File: src/rtl/sip_pkg.sv
// ----------------------------------------------------------------------------
// sip_pkg
// Types and constants shared by the segment intersection blocks.
// ----------------------------------------------------------------------------
`timescale 1ns / 1ps

package sip_pkg;

  // width of the fixed-point crossing coordinates on the result item
  localparam int OUT_W = 20;

  typedef logic [OUT_W-1:0] fix_t;

endpackage

File: src/rtl/sip_div.sv
// ----------------------------------------------------------------------------
// sip_div
// Pipelined restoring divider for both crossing coordinates: one quotient
// bit per stage, shared denominator, result truncated to fixed point.
// ----------------------------------------------------------------------------
`timescale 1ns / 1ps

module sip_div #(
  parameter int COORD_BITS = 12,
  parameter int FRAC_BITS  = 8
) (
  input  logic                  clk_i,
  input  logic                  rst_ni,
  input  logic                  en_i,
  input  logic                  in_valid_i,
  input  logic                  hit_i,
  input  logic [3*COORD_BITS:0] nx_i,
  input  logic [3*COORD_BITS:0] ny_i,
  input  logic [2*COORD_BITS:0] d_i,
  output logic                  out_valid_o,
  output logic                  hit_o,
  output sip_pkg::fix_t         cross_x_o,
  output sip_pkg::fix_t         cross_y_o
);

  import sip_pkg::*;

  localparam int C   = COORD_BITS;
  localparam int F   = FRAC_BITS;
  localparam int DW  = 2 * C + 1;   // divisor and partial remainder
  localparam int NNW = 3 * C + 1;   // numerator
  localparam int NW  = NNW + F;     // numerator scaled by 2^F
  localparam int QW  = C + F;       // quotient bits (crossing < 2^C)

  logic [QW:0]   v_q;
  logic [QW:0]   hit_q;
  logic [DW-1:0] d_q  [QW+1];
  logic [DW-1:0] rx_q [QW+1];
  logic [DW-1:0] ry_q [QW+1];
  logic [QW-1:0] lx_q [QW+1];
  logic [QW-1:0] ly_q [QW+1];
  logic [QW-1:0] qx_q [QW+1];
  logic [QW-1:0] qy_q [QW+1];

  always_ff @(posedge clk_i or negedge rst_ni) begin
    if (!rst_ni) begin
      v_q <= '0;
    end else if (en_i) begin
      v_q <= {v_q[QW-1:0], in_valid_i};
    end
  end

  always_ff @(posedge clk_i) begin
    if (en_i) begin
      hit_q <= {hit_q[QW-1:0], hit_i};
    end
  end

  // stage 0: top DW bits of the scaled numerator form the first remainder,
  // which is below the divisor whenever the crossing is in range
  logic [NW-1:0] nwx, nwy;

  assign nwx = NW'(nx_i) << F;
  assign nwy = NW'(ny_i) << F;

  always_ff @(posedge clk_i) begin
    if (en_i) begin
      d_q[0]  <= d_i;
      rx_q[0] <= nwx[NW-1:QW];
      ry_q[0] <= nwy[NW-1:QW];
      lx_q[0] <= nwx[QW-1:0];
      ly_q[0] <= nwy[QW-1:0];
      qx_q[0] <= '0;
      qy_q[0] <= '0;
    end
  end

  for (genvar k = 0; k < QW; k++) begin : g_step
    logic [DW:0] tx, ty, dd, sx, sy;
    logic        gx, gy;

    assign dd = {1'b0, d_q[k]};
    assign tx = {rx_q[k], lx_q[k][QW-1]};
    assign ty = {ry_q[k], ly_q[k][QW-1]};
    assign gx = (tx >= dd);
    assign gy = (ty >= dd);
    assign sx = tx - dd;
    assign sy = ty - dd;

    always_ff @(posedge clk_i) begin
      if (en_i) begin
        d_q[k+1]  <= d_q[k];
        rx_q[k+1] <= gx ? sx[DW-1:0] : tx[DW-1:0];
        ry_q[k+1] <= gy ? sy[DW-1:0] : ty[DW-1:0];
        lx_q[k+1] <= lx_q[k] << 1;
        ly_q[k+1] <= ly_q[k] << 1;
        qx_q[k+1] <= {qx_q[k][QW-2:0], gx};
        qy_q[k+1] <= {qy_q[k][QW-2:0], gy};
      end
    end
  end

  // quotient zero-extended or truncated to the result width
  logic [QW+OUT_W-1:0] qx_ext, qy_ext;

  assign qx_ext = {{OUT_W{1'b0}}, qx_q[QW]};
  assign qy_ext = {{OUT_W{1'b0}}, qy_q[QW]};

  assign out_valid_o = v_q[QW];
  assign hit_o       = hit_q[QW];
  assign cross_x_o   = hit_q[QW] ? qx_ext[OUT_W-1:0] : '0;
  assign cross_y_o   = hit_q[QW] ? qy_ext[OUT_W-1:0] : '0;

endmodule

File: config.mk
export PLATFORM = sky130hd
export DESIGN_NAME = sip_div
export DESIGN_NICKNAME = d
export VERILOG_FILES = /design/src/rtl/sip_pkg.sv /design/src/rtl/sip_div.sv
export SDC_FILE = /design/constraint.sdc
export NUM_CORES = 2
export LEC_CHECK = 0
export BUFFER_PORTS_ARGS = -buffer_cell sky130_fd_sc_hd__buf_4
export CORE_ASPECT_RATIO = 1.5
export CORE_UTILIZATION = 50
export DETAILED_ROUTE_END_ITERATION = 6
export GPL_TIMING_DRIVEN = 0
export PLACE_DENSITY = 0.77
export RECOVER_POWER = 25
export SYNTH_ARGS = -nofsm -noshare
export SYNTH_HDL_FRONTEND = slang
export SYNTH_SLANG_ARGS = --single-unit
File: constraint.sdc
create_clock -name clk_i -period 4.2 [get_ports clk_i]
set_input_delay 0.63 -clock clk_i [delete_from_list [all_inputs] [get_ports clk_i]]
set_output_delay 0.63 -clock clk_i [all_outputs]
set_load 0.01 [all_outputs]
==> results.sh <==
export IMPL_outcome="finished, violations left"
export IMPL_violations="capacitance limit, slew limit, setup timing"
export IMPL_syn_area_um2=122000
export IMPL_holdWs_ps=218
export IMPL_final_setup_tns_ps=-6140
export IMPL_grt_max_degree=184
export IMPL_worst_pin_slew_ps=1510
export IMPL_grt_util_all_layers=0.358
export IMPL_cts_sinks=2118
export IMPL_dpl_hpwl_um=358000
export IMPL_fin_nets=12400
export IMPL_cts_htree_levels=4
export IMPL_die_w_um=405
export IMPL_drive_gt1_frac=0.135
export IMPL_hp_class="in -> reg"
export IMPL_syn_nets=11800
export IMPL_grt_pass1_wl_um=618000
export IMPL_cp_slowest_cell="edfxtp_1"
export IMPL_ir_drop_mv=0.437
export IMPL_async_reset_ff_frac=0.00992
export IMPL_yosys_warnings=0
export IMPL_core_area_um2=242000
export IMPL_vias=87900
export IMPL_yosysSeqAreaShare=0.521
export IMPL_synth_edf_count=2097
export IMPL_path_class="reg -> reg"
export IMPL_critPathCaptureType="flop"
export IMPL_top_layer="met5"
export IMPL_clockRootBuffer="clkbuf_16"
export IMPL_clock_skew_ps=51.3
export IMPL_met1_length_um=107000
export IMPL_crit_path_cell_trace="clkinvlp_4, buf_12, ha_4, inv_2, fa_2, a21o_1, a21o_1, a2111oi_4, nor3_4, nor4_2, buf_4, o21bai_4, a21oi_4, o21ai_4, a2111o_1, buf_8, buf_16, mux2_4"
export IMPL_synthTopCellsByArea="edfxtp_1 (52%), ha_1 (10%), mux2_2 (3.6%)"
export IMPL_period_minus_slack_ps=4420
export IMPL_initial_core_util=0.504
export IMPL_p_per_area_nw_per_um2=870
export IMPL_synthCells=10600
export IMPL_clkLatencyLatePin_ps=930
export IMPL_drtAntennaViolNets=0
export IMPL_cts_tree="done"
export IMPL_drc_errors=0
export IMPL_leakagePower_nw=56.1
export IMPL_cts_made_buffers=216
export IMPL_hold_viol=0
export IMPL_place_congestion=1.11
export IMPL_dr_pass1_iters=6
export IMPL_maxCapViolCount=1
export IMPL_post_route_period_util=1.05
export IMPL_overflow=0
export IMPL_crit_path_start_kind="flop"
export IMPL_wl_per_cell_um=30.2
export IMPL_port_buffers=145
export IMPL_initialDrtViolationCount=5201
export IMPL_final_cell_mix="edfxtp_1 (2097), ha_1 (989), a21oi_1 (788)"
export IMPL_grt_setup_unrepaired="yes"
export IMPL_critPathRequiredTime_ps=4830
export IMPL_worstPathMaxFanout=6
export IMPL_clkTransAtPathRegs_ps=70
export IMPL_critPathArrivalTime_ps=5050
export IMPL_grt_pass1_vias=92300
export IMPL_cp_common_cell="a21o_1"
export IMPL_clk_path_buf_depth=4
export IMPL_setup_viol=83
export IMPL_critPathMaxStageDelay_ps=410
export IMPL_fin_cells=14700
export IMPL_dp_cells=14000
export IMPL_regArea_um2=63500
export IMPL_vias_per_cell=5.98
export IMPL_wl_met3_um=15500
export IMPL_synth_seq_cells=2118
export IMPL_wl_met2_um=246000
export IMPL_relSlewSlack=-0.0112
export IMPL_wl_um=444000
export IMPL_ys_flop_type="edfxtp_1"
export IMPL_synth_avg_cell_area_um2=11.5
export IMPL_multiInputGateArea_um2=56400
export IMPL_max_freq_ghz=0.226
export IMPL_antenna_found_initial=19
export IMPL_yosysTopAreaCell="edfxtp_1"
export IMPL_fillers=19800
export IMPL_core_rowCount=221
export IMPL_fin_ws_ps=-221
export IMPL_yosys_cell_types_count=96
export IMPL_drv_slew=2
export IMPL_final_common_cell="edfxtp_1"
export IMPL_die_h_um=607
export IMPL_synth_top_area_share=0.517
export IMPL_syn_to_final_growth_pct=14.8
export IMPL_die_area_um2=246000
export IMPL_num_io_pins=146
cells in the mapped netlist, drive strengths merged, types with 17 or more instances:
library cell,instances
a211o,25
dfrtp,21
o21bai,105
xnor2,473
mux2,413
and4,31
nor3,143
and2,78
a2111oi,17
o31a,20
a21o,439
o21ai,786
clkbuf,150
and3,66
edfxtp,2097
or3,46
nand4,131
xor2,299
a31oi,80
mux2i,23
nor4,32
nor2b,120
ha,998
nand2b,130
a31o,17
nand2,776
o31ai,74
nor2,547
a221oi,31
a21boi,34
inv,801
or2,38
a211oi,81
o21a,118
o211ai,37
o41ai,24
buf,60
fa,38
nand3,175
a21oi,837
worst paths after layout:
check	end	slack (ps)	from	cells past startpoint
max reg2reg	ry_q[0][197]$_DFFE_PP_	-220	ly_q[0][132]$_DFFE_PP_	18
max	ry_q[0][197]$_DFFE_PP_	-220	ly_q[0][132]$_DFFE_PP_	18
min	lx_q[0][13]$_DFFE_PP_	220	en_i	1
max in group asynchronous	v_q[9]$_DFFE_PN0P_	3120	rst_ni	2
min reg2reg	ly_q[0][109]$_DFFE_PP_	410	ly_q[0][89]$_DFFE_PP_	0
min in group asynchronous	v_q[20]$_DFFE_PN0P_	440	rst_ni	2
per-stage QoR:
stage / power, mW / instance area [um^2] / util / worst slack, ps
floorplan: 73.1 / 122000 / - / 590
global placement: 95.6 / 127000 / 0.525 / -16690
detailed placement: 95.7 / 128000 / 0.527 / -2570
CTS: 120 / 139000 / 0.575 / -159
global route: 127 / 140000 / 0.578 / -319
finish: 122 / 140000 / 0.578 / -221
layout make-up:
class,count,area share
antenna,16,0.000286
buffer,203,0.0109
clock buffer,241,0.0393
clock inverter,147,0.0114
inverter,801,0.0217
multi-input combinational,7507,0.403
sequential,2118,0.454
tap,3233,0.0289
timing repair buffer,426,0.0304
critical path, delay by kind of cell, from the launching register on:
| family | cells | cell delay (ps) |
|---|---|---|
| AOI/OAI and AO/OA | 7 | 1650 |
| buffers and inverters | 6 | 790 |
| adders and majority gates | 2 | 520 |
| DFF | 1 | 410 |
| muxes | 1 | 360 |
| and+or+nand+nor | 2 | 340 |
power breakdown:
group	leakage (nW)	internal (mW)	switching (mW)	total (mW)
combinational	31.9	25.4	39.4	64.8
clock	3.44	11.2	8.68	19.9
sequential	20.8	32.4	4.52	36.9
repair_timing:
item / CTS / global route
buffers inserted: 109 / 35
endpoints found under the hold margin: 122 / 0
gates resized for setup: 568 / 135
gates cloned: 4 / 1
hold buffers: 102 / 0
setup endpoints to repair: 984 / 537
pin swaps: 79 / 50
metal layers:
metal  track usage  vias to the layer above
met3        0.0537                     1844
met1         0.230                    42200
met4         0.510                        4
li1              -                    40800
met5             0                        -
met2         0.702                     2933
sequential cells by signal (all words and copies together) (netlist names):
signal  cells
d_q       500
hit_q      21
lx_q       78
ly_q       78
qx_q      210
qy_q      210
rx_q      500
ry_q      500
v_q        21
kinds of logic (layout without fill, tap and decap cells):
| group | count (synthesis) | in the layout | synth area share |
|---|---|---|---|
| adder cells (fa/ha/maj) | 1036 | 1036 | 0.109 |
| AND/OR/NAND/NOR | 2371 | 2371 | 0.0930 |
| AO/OA/AOI/OAI | 2892 | 2892 | 0.149 |
| other | 0 | 16 | 0 |
| XOR/XNOR | 772 | 772 | 0.0555 |
| multiplexers | 436 | 436 | 0.0406 |
| flip-flops | 2118 | 2118 | 0.521 |
| buffers and inverters | 1011 | 1818 | 0.0322 |
Note: power is estimated with default switching activity, not from simulation.
